## src/dfwg_pkg.sv

```systemverilog
`timescale 1ns / 1ps
// ----------------------------------------------------------------------------
// dfwg_pkg
// Shared types and constants for the DShot frame waveform generator.
// ----------------------------------------------------------------------------
package dfwg_pkg;

    // Field widths
    localparam int unsigned CMD_W      = 2;
    localparam int unsigned THR_W      = 11;
    localparam int unsigned FRAME_W    = 16;
    localparam int unsigned POS_W      = 5;
    localparam int unsigned TICK_W     = 16;
    localparam int unsigned PERIOD_W   = 12;
    localparam int unsigned GAP_W      = 16;
    localparam int unsigned CFG_IDX_W  = 2;
    localparam int unsigned CFG_DATA_W = 16;
    localparam int unsigned S_DATA_W   = 16;
    localparam int unsigned M_DATA_W   = 8;

    // Command codes carried in tuser
    localparam logic [CMD_W-1:0] CMD_TICK = 2'd0;
    localparam logic [CMD_W-1:0] CMD_LOAD = 2'd1;
    localparam logic [CMD_W-1:0] CMD_STOP = 2'd2;

    // Configuration register indexes
    localparam logic [CFG_IDX_W-1:0] REG_BIT_PERIOD = 2'd0;
    localparam logic [CFG_IDX_W-1:0] REG_ONE_HIGH   = 2'd1;
    localparam logic [CFG_IDX_W-1:0] REG_ZERO_HIGH  = 2'd2;
    localparam logic [CFG_IDX_W-1:0] REG_GAP        = 2'd3;

    // Configuration reset values
    localparam logic [PERIOD_W-1:0] RST_BIT_PERIOD = 12'd66;
    localparam logic [PERIOD_W-1:0] RST_ONE_HIGH   = 12'd49;
    localparam logic [PERIOD_W-1:0] RST_ZERO_HIGH  = 12'd24;
    localparam logic [GAP_W-1:0]    RST_GAP        = 16'd2000;

    // Bit position that marks the inter-frame gap
    localparam logic [POS_W-1:0] GAP_POS = 5'd16;

    typedef struct packed {
        logic [PERIOD_W-1:0] bit_period;
        logic [PERIOD_W-1:0] one_high;
        logic [PERIOD_W-1:0] zero_high;
        logic [GAP_W-1:0]    gap;
    } dfwg_cfg_t;

    typedef struct packed {
        logic [FRAME_W-1:0] frame_word;
        logic [POS_W-1:0]   bit_pos;
        logic [TICK_W-1:0]  tick;
        logic               active;
    } dfwg_state_t;

    typedef struct packed {
        logic [CMD_W-1:0] cmd;
        logic [THR_W-1:0] throttle;
        logic             telemetry_request;
    } dfwg_item_t;

    typedef struct packed {
        logic running;
        logic in_gap;
        logic frame_start;
        logic pin_level;
    } dfwg_result_t;

endpackage

```

## src/dshot_frame_waveform_generator_unit.sv

```systemverilog
`timescale 1ns / 1ps
// ----------------------------------------------------------------------------
// dshot_frame_waveform_generator_unit
// DShot frame encoder driven by one timing tick per input request.
// ----------------------------------------------------------------------------
// Each input request is one tick of the timing base and yields exactly one
// output request carrying the line level and frame flags for that tick. The
// unit takes one request per clock cycle while m_tready allows it; an accepted
// request passes the input register, then the result register. The rate
// is set by the sequencer state (frame word, bit position, tick counter),
// which is read and rewritten in the same cycle for each tick. Timing
// registers are written through the cfg channel, which is always ready.
module dshot_frame_waveform_generator_unit
(
    input  logic                            clk,
    input  logic                            rst_n,
    // Tick requests
    input  logic                            s_tvalid,
    output logic                            s_tready,
    input  logic [dfwg_pkg::S_DATA_W-1:0]   s_tdata,  // [10:0] throttle, [11] telemetry_request
    input  logic [dfwg_pkg::CMD_W-1:0]      s_tuser,  // [1:0] cmd
    // Tick results
    output logic                            m_tvalid,
    input  logic                            m_tready,
    output logic [dfwg_pkg::M_DATA_W-1:0]   m_tdata,  // [0] pin_level, [1] frame_start,
                                                      // [2] in_gap, [3] running
    // Configuration writes
    input  logic                            cfg_valid,
    output logic                            cfg_ready,
    input  logic [dfwg_pkg::CFG_IDX_W-1:0]  cfg_index,
    input  logic [dfwg_pkg::CFG_DATA_W-1:0] cfg_data
);
    import dfwg_pkg::*;

    dfwg_cfg_t    cfg;
    logic         in_valid_reg;
    dfwg_item_t   in_item_reg;
    dfwg_state_t  state_reg;
    dfwg_state_t  state_next;
    dfwg_result_t step_result;
    logic         out_valid_reg;
    dfwg_result_t out_result_reg;
    logic         advance;
    logic         s_accept;

    assign cfg_ready = 1'b1;

    dfwg_cfg_regs u_cfg_regs
    (
        .clk      (clk),
        .rst_n    (rst_n),
        .wr_en    (cfg_valid && cfg_ready),
        .wr_index (cfg_index),
        .wr_data  (cfg_data),
        .cfg      (cfg)
    );

    dfwg_step u_step
    (
        .cfg       (cfg),
        .state_cur (state_reg),
        .item      (in_item_reg),
        .state_new (state_next),
        .result    (step_result)
    );

    // Handshake: move a request forward when the result slot frees up
    assign advance  = in_valid_reg && (!out_valid_reg || m_tready);
    assign s_tready = !in_valid_reg || advance;
    assign s_accept = s_tvalid && s_tready;

    // Input register
    always_ff @(posedge clk or negedge rst_n)
    begin
        if (!rst_n)
            in_valid_reg <= 1'b0;
        else if (s_tready)
            in_valid_reg <= s_tvalid;
    end

    always_ff @(posedge clk)
    begin
        if (s_accept)
        begin
            in_item_reg.cmd               <= s_tuser;
            in_item_reg.throttle          <= s_tdata[THR_W-1:0];
            in_item_reg.telemetry_request <= s_tdata[THR_W];
        end
    end

    // Sequencer state, updated once per tick
    always_ff @(posedge clk or negedge rst_n)
    begin
        if (!rst_n)
            state_reg <= '0;
        else if (advance)
            state_reg <= state_next;
    end

    // Result register
    always_ff @(posedge clk or negedge rst_n)
    begin
        if (!rst_n)
            out_valid_reg <= 1'b0;
        else if (advance)
            out_valid_reg <= 1'b1;
        else if (m_tready)
            out_valid_reg <= 1'b0;
    end

    always_ff @(posedge clk)
    begin
        if (advance)
            out_result_reg <= step_result;
    end

    assign m_tvalid = out_valid_reg;
    assign m_tdata  = {4'b0000, out_result_reg};

endmodule

```

## src/dfwg_cfg_regs.sv

```systemverilog
`timescale 1ns / 1ps
// ----------------------------------------------------------------------------
// dfwg_cfg_regs
// Timing register file: bit period, one/zero high times and gap length.
// ----------------------------------------------------------------------------
module dfwg_cfg_regs
(
    input  logic                           clk,
    input  logic                           rst_n,
    input  logic                           wr_en,
    input  logic [dfwg_pkg::CFG_IDX_W-1:0] wr_index,
    input  logic [dfwg_pkg::CFG_DATA_W-1:0] wr_data,
    output dfwg_pkg::dfwg_cfg_t            cfg
);
    import dfwg_pkg::*;

    dfwg_cfg_t cfg_reg;
    dfwg_cfg_t cfg_next;

    // Decode the write request
    always_comb
    begin
        cfg_next = cfg_reg;
        if (wr_en)
        begin
            unique case (wr_index)
                REG_BIT_PERIOD: cfg_next.bit_period = wr_data[PERIOD_W-1:0];
                REG_ONE_HIGH:   cfg_next.one_high   = wr_data[PERIOD_W-1:0];
                REG_ZERO_HIGH:  cfg_next.zero_high  = wr_data[PERIOD_W-1:0];
                REG_GAP:        cfg_next.gap        = wr_data[GAP_W-1:0];
                default:        cfg_next = cfg_reg;
            endcase
        end
    end

    always_ff @(posedge clk or negedge rst_n)
    begin
        if (!rst_n)
        begin
            cfg_reg.bit_period <= RST_BIT_PERIOD;
            cfg_reg.one_high   <= RST_ONE_HIGH;
            cfg_reg.zero_high  <= RST_ZERO_HIGH;
            cfg_reg.gap        <= RST_GAP;
        end
        else
        begin
            cfg_reg <= cfg_next;
        end
    end

    assign cfg = cfg_reg;

endmodule

```

## src/dfwg_step.sv

```systemverilog
`timescale 1ns / 1ps
// ----------------------------------------------------------------------------
// dfwg_step
// One tick of the frame sequencer: applies the command, forms the line
// level and flags, and advances the bit cell / gap counters.
// ----------------------------------------------------------------------------
module dfwg_step
(
    input  dfwg_pkg::dfwg_cfg_t    cfg,
    input  dfwg_pkg::dfwg_state_t  state_cur,
    input  dfwg_pkg::dfwg_item_t   item,
    output dfwg_pkg::dfwg_state_t  state_new,
    output dfwg_pkg::dfwg_result_t result
);
    import dfwg_pkg::*;

    dfwg_state_t         st;
    logic [11:0]         v12;
    logic [3:0]          crc;
    logic [PERIOD_W-1:0] period;
    logic [PERIOD_W-1:0] high_raw;
    logic [PERIOD_W-1:0] high;
    logic                bit_val;
    logic [TICK_W:0]     tick_inc;

    // Frame built from the request fields: throttle, telemetry, nibble XOR
    assign v12 = {item.throttle, item.telemetry_request};
    assign crc = v12[3:0] ^ v12[7:4] ^ v12[11:8];

    // Apply the command before the tick
    always_comb
    begin
        st = state_cur;
        unique case (item.cmd)
            CMD_STOP:
            begin
                st.active  = 1'b0;
                st.bit_pos = '0;
                st.tick    = '0;
            end
            CMD_LOAD:
            begin
                st.frame_word = {v12, crc};
                st.bit_pos    = '0;
                st.tick       = '0;
                st.active     = 1'b1;
            end
            default: st = state_cur;
        endcase
    end

    // Cell timing: zero period counts as one tick, high time saturates
    assign period   = (cfg.bit_period == '0) ? PERIOD_W'(1) : cfg.bit_period;
    assign bit_val  = st.frame_word[4'd15 - st.bit_pos[3:0]];
    assign high_raw = bit_val ? cfg.one_high : cfg.zero_high;
    assign high     = (high_raw > period) ? period : high_raw;
    assign tick_inc = {1'b0, st.tick} + (TICK_W+1)'(1);

    // Advance the cell or gap
    always_comb
    begin
        state_new = st;
        result    = '0;
        if (st.active)
        begin
            result.running = 1'b1;
            if (st.bit_pos < GAP_POS)
            begin
                result.pin_level   = (st.tick < TICK_W'(high));
                result.frame_start = (st.bit_pos == '0) && (st.tick == '0);
                state_new.tick     = tick_inc[TICK_W-1:0];
                if (tick_inc >= (TICK_W+1)'(period))
                begin
                    state_new.tick = '0;
                    if ((st.bit_pos == GAP_POS - POS_W'(1)) && (cfg.gap == '0))
                        state_new.bit_pos = '0;
                    else
                        state_new.bit_pos = st.bit_pos + POS_W'(1);
                end
            end
            else
            begin
                result.in_gap  = 1'b1;
                state_new.tick = tick_inc[TICK_W-1:0];
                if (tick_inc >= (TICK_W+1)'(cfg.gap))
                begin
                    state_new.tick    = '0;
                    state_new.bit_pos = '0;
                end
            end
        end
    end

endmodule

```

## config.mk

```make
export PLATFORM = sky130hd
export DESIGN_NAME = dshot_frame_waveform_generator_unit
export DESIGN_NICKNAME = d
export VERILOG_FILES = /design/src/dfwg_pkg.sv /design/src/dshot_frame_waveform_generator_unit.sv /design/src/dfwg_cfg_regs.sv /design/src/dfwg_step.sv
export SDC_FILE = /design/constraint.sdc
export NUM_CORES = 1
export LEC_CHECK = 0
export BUFFER_PORTS_ARGS = -buffer_cell sky130_fd_sc_hd__buf_4
export CAP_MARGIN = 20
export CORE_ASPECT_RATIO = 0.9
export CORE_MARGIN = 2
export CORE_UTILIZATION = 35
export DETAILED_ROUTE_END_ITERATION = 10
export GPL_ROUTABILITY_DRIVEN = 0
export PLACE_DENSITY = 0.62
export SLEW_MARGIN = 15
export SYNTH_ARGS = -nofsm -noshare
export SYNTH_HDL_FRONTEND = slang
export SYNTH_SLANG_ARGS = --single-unit
```

## constraint.sdc

```tcl
create_clock -name clk -period 6.2 [get_ports clk]
set_input_delay 1.24 -clock clk [delete_from_list [all_inputs] [get_ports clk]]
set_output_delay 1.24 -clock clk [all_outputs]
set_load 0.05 [all_outputs]
```

==> results of run 1 <==
==> worst paths after layout <==
kind                                 startpoint                  to  slack, ns  cells after the start
worst min-delay path              state_reg[23]       state_reg[23]       0.48                      2
worst max-delay path            in_item_reg[12]          m_tdata[0]       0.52                     23
worst min register to register    state_reg[23]       state_reg[23]       0.48                      2
min in group asynchronous                 rst_n  u_cfg_regs.cfg[27]       0.85                      1
max in group asynchronous                 rst_n        state_reg[4]       4.29                      2
worst max register to register  in_item_reg[12]          m_tdata[0]       0.52                     23
==> power groups by stage <==
stage	clock [mW]	sequential (mW)	combinational, mW
floorplan	0	0.944	0.514
global placement	0	0.961	0.690
detailed placement	0	0.963	0.702
CTS	0.621	0.950	0.705
global route	0.651	0.968	0.788
finish	0.602	0.950	0.703
==> per-stage QoR <==
| stage | hold WS [ns] | cell area [sq um] |
|---|---|---|
| final | 0.481 | 7680 |
| after global routing | 0.512 | 7680 |
| after CTS | 0.490 | 7680 |
| after detailed placement | 0.469 | 7370 |
| after global placement | 0.469 | 7370 |
| after floorplan | 0.442 | 6800 |
==> per-layer routing <==
metal,track usage,wire length (um)
met3,0.0282,634
met5,0,0
met1,0.246,8080
met4,0.0426,169
met2,0.240,6770
==> worst min-delay path, delay by kind of cell (launching register included) <==
family / cells / cell delay, ns
flops: 1 / 0.35
simple gates: 2 / 0.11
==> synthesized netlist by cell type, types with 3 or more instances <==
master / count
or2_2: 4
inv_1: 43
nand2_1: 50
nand3b_1: 5
o31ai_1: 5
dfstp_2: 13
and3_1: 3
a21oi_1: 17
buf_4: 7
o21ai_0: 28
a211oi_1: 8
mux2i_1: 16
dfrtp_1: 79
nor4_1: 11
and2_1: 10
nor3_1: 9
buf_2: 4
mux2_2: 71
nor2_1: 18
edfxtp_1: 18
a21o_1: 5
buf_1: 3
mux4_2: 4
xor3_1: 3
a31oi_1: 6
and4_1: 4
ha_1: 57
a22o_1: 12
o211ai_1: 4
nor4_2: 3
nand3_1: 15
nor2b_1: 5
nand4_1: 15
o22ai_1: 4
clkbuf_1: 14
xnor2_1: 7
nand2b_1: 7
xor2_1: 6
==> cell families (layout without fill, tap and decap cells) <==
| kind of cell | after synthesis | count (layout) |
|---|---|---|
| and+or+nand+nor | 168 | 168 |
| AOI/OAI and AO/OA | 111 | 111 |
| DFF | 110 | 110 |
| muxes | 91 | 91 |
| buffers and inverters | 73 | 112 |
| adders and majority gates | 57 | 57 |
| xor gates and xnor gates | 16 | 16 |
| other | 2 | 5 |
==> timing repair <==
action                     CTS  global route
setup buffers                0             0
resized for setup            0             1
setup endpoints to repair    0             1
==> cell type report <==
cell class | count | area (sq um) | area share
inverter | 45 | 169 | 0.0220
clock buffer | 9 | 225 | 0.0293
multi-input combinational | 448 | 3650 | 0.475
tap | 250 | 313 | 0.0407
clock inverter | 7 | 86.3 | 0.0112
sequential | 110 | 2860 | 0.372
timing repair buffer | 51 | 383 | 0.0498
==> out/results.tsv, run 1 <==
metric	value	unit
status	finished, final reports clean	
largest area contributor in the netlist	dfrtp_1	
final count of negative-setup-slack endpoints	0	
fmax	176	MHz
Synth Flop Type	dfrtp_1	
CP Capture Type	register	
Critical Path AT	5.91	ns
Post-synth EDFFs	18	
share of the synthesized area in the top cell type	0.291	
Seq cells post-synth	110	
fin crit period	5.68	ns
largest family of logic cells by synthesized area	multiplexers	
# placed instances	904	
largest net degree at the start of global routing	52	
part of the power in registers	0.421	
combinational group share of total power	0.312	
post-synthesis sequential area ratio	0.421	
CP max stage delay	0.42	ns
post-synthesis cell area	0.00679	sq mm
Slew HR	0.369	
vias per cell	5.26	
TritonCTS buffer count	9	
setup_tns	0	ns
Routed Antenna Nets	0	
Initial DRC Count	346	
Max IR drop VDD	0.133	mV
initial antenna violation count	0	
Starting Density	0.356	
critical path's slowest cell	a221o_1	
Largest register FFs	52	
CP Max Fanout	12	
cell row count	48	
clk_lat worst skew	0.37	ns
die area	0.0205	sq mm
Remaining Overflow, GRT	0	
IO Port Bufs	42	
first-pass GRT wire length	25800	um
RSZ-0062 raised after global routing	false	
internal power	1.48	mW
crit share post-route	0.916	
count of nets after finishing	763	
Net Sw Power	0.772	mW
XOR/XNOR Fraction of Synth Area	0.0273	
PD cells	294	mW/mm^2
largest cells by area after synthesis	dfrtp_1 (29%), mux2_2 (12%), ha_1 (10%)	
FFs w/ async S/R, synth	0.836	
Worst Setup Path Type	reg2reg	
switch share	0.342	
most used cell, CP	ha_1	
startpoint types	register	
post-synthesis mux area share	0.155	
clk root buf	clkbuf_16	
most frequent cells in the layout	dfrtp_1 (79), mux2_2 (71), ha_1 (57), buf_4 (51), nand2_1 (50)	
setup ws final	0.523	ns
clock network power share	0.267	
WL final	15700	um
most common cell after layout, fill and taps aside	dfrtp_1	
boundary pin count	52	
adder-cell share of the synthesized area	0.105	
vias post-DR	4840	
layout cells sized above 1	0.254	
Max Cap Violations	0	
cts hold-fix bufs	0	
Worst Path Required	6.43	ns
Final Util	0.402	
Yosys cell types	65	
Pins Over Slew Limit	0	
ant diodes	0	
Worst-Margin Slew	0.944	ns
simple-gate portion of the synthesized area	0.136	
pre-CTS setup slack	0.389	ns
# DRC	0	
first drt pass iteration count	6	
htree depth	3	
clock slew at reported path FFs	0.08	ns
non-filler cells, final	920	
Pleak	3.40	nW
Post-Syn Area per Cell	10.8	sq um
Final Power	2.25	mW
CTS tree	built	
clk sinks	110	
endpoints failing hold	0	
Worst Skew	0.0124	ns
filler instances	1883	
Hold Path Class	reg2reg	
delay-heaviest family, CP	compound AO/OA/AOI/OAI gates	
area growth from synthesis to layout	13.1	%
Die Wd	151	um
crit path buf inv count	4	
routed wire length per instance	17.0	um
Post-DP HPWL	11900	um
Compound-Gate Fraction of Synth Area	0.111	
vias in the first global route	4729	
GRT Overall Usage	0.163	
Die Y-Extent	136	um
CP cell instances	ha_1 > buf_4 > clkinv_1 > nor2_1 > inv_1 > o311a_1 > nor2_1 > buf_4 > mux2_2 > ha_1 > a21oi_1 > o21ai_0 > a221o_1 > o21a_2 > mux2i_1 > ha_1 > a21oi_1 > nor2b_1 > o21ai_0 > nand2_1 > a211oi_1 > a21o_1 > a41o_1	
Synthesis Warnings	0	
maximum buffer depth of the clock tree	2	
Core Area	0.0191	sq mm
Mapped Cells	628	
No activity file was read; power rests on OpenSTA's default activity.
==> inputs of run 2 (changes only) <==
- CAP_MARGIN: 20 -> 10
- clock period: 6.2 -> 5.65 ns (I/O delays scaled with it)
==> out/results.tsv, run 2 (same netlist as run 1, synthesis figures left out) <==
metric	value	unit
worst reg2reg path depth	23	
Hold WS	0.484	ns
IO Port Bufs	42	
Worst Setup Path Type	reg2reg	
Remaining Overflow, GRT	0	
Slew HR	0.369	
crit share post-route	0.963	
RR Startpoint	in_item_reg[12]	
vias in the first global route	4897	
CTS tree	built	
most frequent cells in the layout	dfrtp_1 (79), mux2_2 (71), buf_4 (65), ha_1 (57), nand2_1 (50)	
Worst-Margin Slew	0.944	ns
filler instances	1856	
startpoint types	register	
cell row count	48	
ant diodes	0	
first drt pass iteration count	5	
Max Cap Violations	0	
clock slew at reported path FFs	0.09	ns
final count of negative-setup-slack endpoints	0	
layout cells sized above 1	0.286	
fin crit period	5.44	ns
largest net degree at the start of global routing	54	
endpoints failing hold	0	
CP Capture Type	register	
boundary pin count	52	
Die Y-Extent	136	um
Post-DP HPWL	12200	um
Hold EP	state_reg[23]	
area growth from synthesis to layout	15.8	%
Pins Over Slew Limit	0	
WL final	16400	um
CP max stage delay	0.41	ns
HP Start	state_reg[23]	
fmax	184	MHz
clk_lat worst skew	0.37	ns
Critical Path AT	5.56	ns
vias per cell	5.34	
maximum buffer depth of the clock tree	2	
Hold Path Class	reg2reg	
Pleak	3.49	nW
Routed Antenna Nets	0	
setup ws final	0.210	ns
Core Area	0.0191	sq mm
count of nets after finishing	779	
initial antenna violation count	0	
most used cell, CP	a21o_1	
critical path's slowest cell	edfxtp_1	
CP cell instances	buf_4 > ha_1 > mux4_2 > mux2_2 > o22ai_1 > o32ai_2 > nor2_2 > buf_6 > mux2_2 > ha_1 > a21o_1 > a21o_1 > a221o_1 > o21a_4 > buf_4 > mux2i_2 > ha_1 > a21o_1 > a21o_1 > a211oi_2 > buf_4 > a21o_1 > a41o_1	
Worst Skew	0.0153	ns
clk root buf	clkbuf_16	
clk sinks	110	
reg-to-reg setup timing slack	0.21	ns
first-pass GRT wire length	26200	um
status	finished, final reports clean	
Largest register FFs	52	
Starting Density	0.356	
htree depth	3	
Reg2Reg Capture Point	m_tdata[0]	
pre-CTS setup slack	0.157	ns
Max IR drop VDD	0.151	mV
GRT Overall Usage	0.166	
CP Max Fanout	8	
Worst Path Required	5.77	ns
routed wire length per instance	17.5	um
# DRC	0	
Hold Path Stages	2	
PD cells	330	mW/mm^2
Die Wd	151	um
Initial DRC Count	321	
Critical Path Start	in_item_reg[12]	
TritonCTS buffer count	9	
vias post-DR	4997	
most common cell after layout, fill and taps aside	dfrtp_1	
die area	0.0205	sq mm
-- run 2: worst max-delay path, delay by kind of cell, from the launching register on --
kind	cells	cell delay (ns)
compound gates	11	1.94
mux	4	1.17
fa+ha+maj	3	0.74
buf+inv	4	0.65
flops	1	0.41
simple gates	1	0.25
-- run 2: cell type report --
| type | instances | area, sq um | area share |
|---|---|---|---|
| multi-input cells | 448 | 3690 | 0.470 |
| clock inverters | 7 | 93.8 | 0.0119 |
| flip-flops and latches | 110 | 2860 | 0.364 |
| well taps | 250 | 313 | 0.0398 |
| inverters | 45 | 169 | 0.0215 |
| repair buffers | 67 | 510 | 0.0649 |
| clock buffers | 9 | 225 | 0.0286 |
-- run 2: metrics by stage --
stage          instance area [sq um]  power (mW)  cells  TNS (ns)  utilization
2_1_floorplan                   6800        1.60    631         0            -
3_3_place_gp                    7440        1.83    914         0        0.390
3_5_place_dp                    7440        1.85    914         0        0.390
4_1_cts                         7760        2.54    930         0        0.406
5_1_grt                         7860        2.74    936   -0.0120        0.412
6_report                        7860        2.59    936         0        0.412
-- run 2: where the power goes --
| part | total (mW) | switching (mW) | internal (mW) |
|---|---|---|---|
| Clock | 0.675 | 0.352 | 0.324 |
| Combinational | 0.874 | 0.452 | 0.422 |
| Sequential | 1.04 | 0.0959 | 0.948 |
| Total | 2.59 | 0.900 | 1.69 |
-- run 2: worst max-delay path by stage --
stage | endpoint | slack, ns
after global routing | m_tdata[0] | -0.01
final | m_tdata[0] | 0.21
after global placement | m_tdata[0] | 0.17
after detailed placement | m_tdata[0] | 0.16
after floorplan | m_tdata[0] | 0.23
after CTS | m_tdata[0] | 0.04
-- run 2: per-layer routing --
layer / wire length, um / GRT usage / up-vias
met3: 666 / 0.0289 / 24
met2: 7260 / 0.251 / 139
met5: 0 / 0 / -
li1: - / - / 2409
met4: 236 / 0.0421 / 0
met1: 8240 / 0.246 / 2425
-- run 2: what timing repair did --
action	CTS	global route
setup endpoints to repair	0	1
resized for setup	0	17
hold buffers	0	0
buffers inserted	0	5
==> inputs of run 3 (changes only) <==
- CORE_MARGIN: 2 -> default
- CORE_UTILIZATION: 35 -> 60
- PLACE_DENSITY: 0.62 -> 0.91
==> out/results.tsv, run 3 (same netlist as run 1, synthesis figures left out) <==
metric	value	unit
clk_lat worst skew	0.38	ns
CP cell instances	ha_1 > and2_2 > mux4_2 > mux2i_1 > o32ai_1 > nor2_1 > buf_4 > mux2_2 > ha_1 > a21o_1 > a21o_1 > a221o_1 > o21a_2 > mux2i_1 > ha_1 > a21oi_1 > nor2b_1 > o21ai_0 > nand2_1 > a211oi_2 > a21o_1 > a41o_1	
GRT Overall Usage	0.299	
CP Capture Type	register	
Hold Path Class	reg2reg	
critical path's slowest cell	mux4_2	
vias per cell	6.42	
most frequent cells in the layout	dfrtp_1 (79), mux2_2 (71), ha_1 (57), buf_4 (52), nand2_1 (50)	
filler instances	762	
routed wire length per instance	20.0	um
Remaining Overflow, GRT	0	
largest net degree at the start of global routing	49	
worst reg2reg path depth	22	
final count of negative-setup-slack endpoints	0	
non-filler cells, final	824	
startpoint types	register	
Starting Density	0.623	
area growth from synthesis to layout	11.4	%
Largest register FFs	52	
Worst-Margin Slew	0.907	ns
IO Port Bufs	42	
fin crit period	5.51	ns
Worst Skew	0.0136	ns
# placed instances	808	
CP Max Fanout	12	
ant diodes	0	
Final Power	2.50	mW
clk root buf	clkbuf_16	
cts hold-fix bufs	0	
Worst Setup Path Type	reg2reg	
Slew HR	0.393	
crit share post-route	0.975	
Die Y-Extent	103	um
Initial DRC Count	577	
first drt pass iteration count	6	
Max IR drop VDD	0.332	mV
Hold EP	u_cfg_regs.cfg[38]	
most common cell after layout, fill and taps aside	dfrtp_1	
Core Area	0.0109	sq mm
clock slew at reported path FFs	0.08	ns
Routed Antenna Nets	0	
Max Cap Violations	0	
Pins Over Slew Limit	0	
WL final	16500	um
Worst Path Required	5.90	ns
# DRC	0	
PD cells	330	mW/mm^2
TritonCTS buffer count	9	
maximum buffer depth of the clock tree	2	
status	finished, final reports clean	
Critical Path AT	5.76	ns
CTS tree	built	
CP max stage delay	0.51	ns
Reg2Reg Capture Point	m_tdata[0]	
boundary pin count	52	
Hold Path Stages	1	
reg-to-reg setup timing slack	0.14	ns
layout cells sized above 1	0.259	
HP Start	u_cfg_regs.cfg[38]	
first-pass GRT wire length	26600	um
vias in the first global route	5281	
RR Startpoint	in_item_reg[12]	
htree depth	3	
Post-DP HPWL	12200	um
endpoints failing hold	0	
clk sinks	110	
die area	0.0118	sq mm
Die Wd	114	um
Pleak	3.41	nW
fmax	181	MHz
cell row count	36	
initial antenna violation count	0	
count of nets after finishing	765	
vias post-DR	5289	
## run 3: cell types whose count changed in the layout (fill, tap and decap cells not counted), moves of 2 or more
cell	change
buf_4	-13
mux2i_1	+3
mux2i_2	-3
a21oi_1	+2
a21oi_2	-2
clkinv_4	+2
## run 3: worst max path at each step
stage	from	endpoint	cells after the start
floorplan	in_item_reg[12]	m_tdata[0]	24
global placement	in_item_reg[12]	m_tdata[0]	22
detailed placement	in_item_reg[12]	m_tdata[0]	22
CTS	in_item_reg[12]	m_tdata[0]	22
global route	in_item_reg[12]	m_tdata[0]	22
finish	in_item_reg[12]	m_tdata[0]	22
## run 3: critical path: cells and delay by family, from the launching register on
kind                     cells  cell delay (ns)
flip-flops                   1             0.40
adder cells (fa/ha/maj)      3             0.92
multiplexers                 4             1.26
AND/OR/NAND/NOR              4             0.51
buffers and inverters        1             0.23
AO/OA/AOI/OAI               10             2.04
## run 3: power breakdown
group | internal (mW) | leakage, nW | switching (mW) | total, mW
Combinational | 0.371 | 1.97 | 0.442 | 0.813
Sequential | 0.948 | 1.29 | 0.104 | 1.05
Clock | 0.309 | 0.142 | 0.324 | 0.633
Total | 1.63 | 3.41 | 0.870 | 2.50
## run 3: final cells by class
| type | count | area (sq um) | area share |
|---|---|---|---|
| multi-input combinational | 448 | 3650 | 0.483 |
| timing repair buffer | 53 | 402 | 0.0531 |
| clock inverter | 7 | 71.3 | 0.00942 |
| sequential | 110 | 2860 | 0.378 |
| tap | 152 | 190 | 0.0251 |
| clock buffer | 9 | 225 | 0.0298 |
| inverter | 45 | 169 | 0.0223 |
## run 3: routing by layer
| metal | vias to the layer above | part of all wire | wire length (um) | GRT usage |
|---|---|---|---|---|
| li1 | 2388 | - | - | - |
| met1 | 2558 | 0.41 | 6690 | 0.374 |
| met2 | 290 | 0.48 | 7900 | 0.487 |
| met3 | 53 | 0.082 | 1340 | 0.0794 |
| met4 | 0 | 0.032 | 522 | 0.143 |
| met5 | - | 0 | 0 | 0 |
## run 3: metrics by stage
stage | util | hold slack, ns | setup WS [ns] | setup TNS [ns] | area (sq um)
after global placement | 0.666 | 0.462 | 0.230 | 0 | 7260
after floorplan | - | 0.442 | 0.231 | 0 | 6800
after CTS | 0.693 | 0.508 | 0.0870 | 0 | 7560
after detailed placement | 0.666 | 0.490 | 0.124 | 0 | 7260
after global routing | 0.694 | 0.522 | -0.0503 | -0.0503 | 7570
final | 0.694 | 0.510 | 0.140 | 0 | 7570
## run 3: what timing repair did
action,4_1_cts,5_1_grt
hold endpoints to repair,0,0
endpoints found under the setup margin,0,1
gates resized for setup,0,4
buffers inserted,0,0
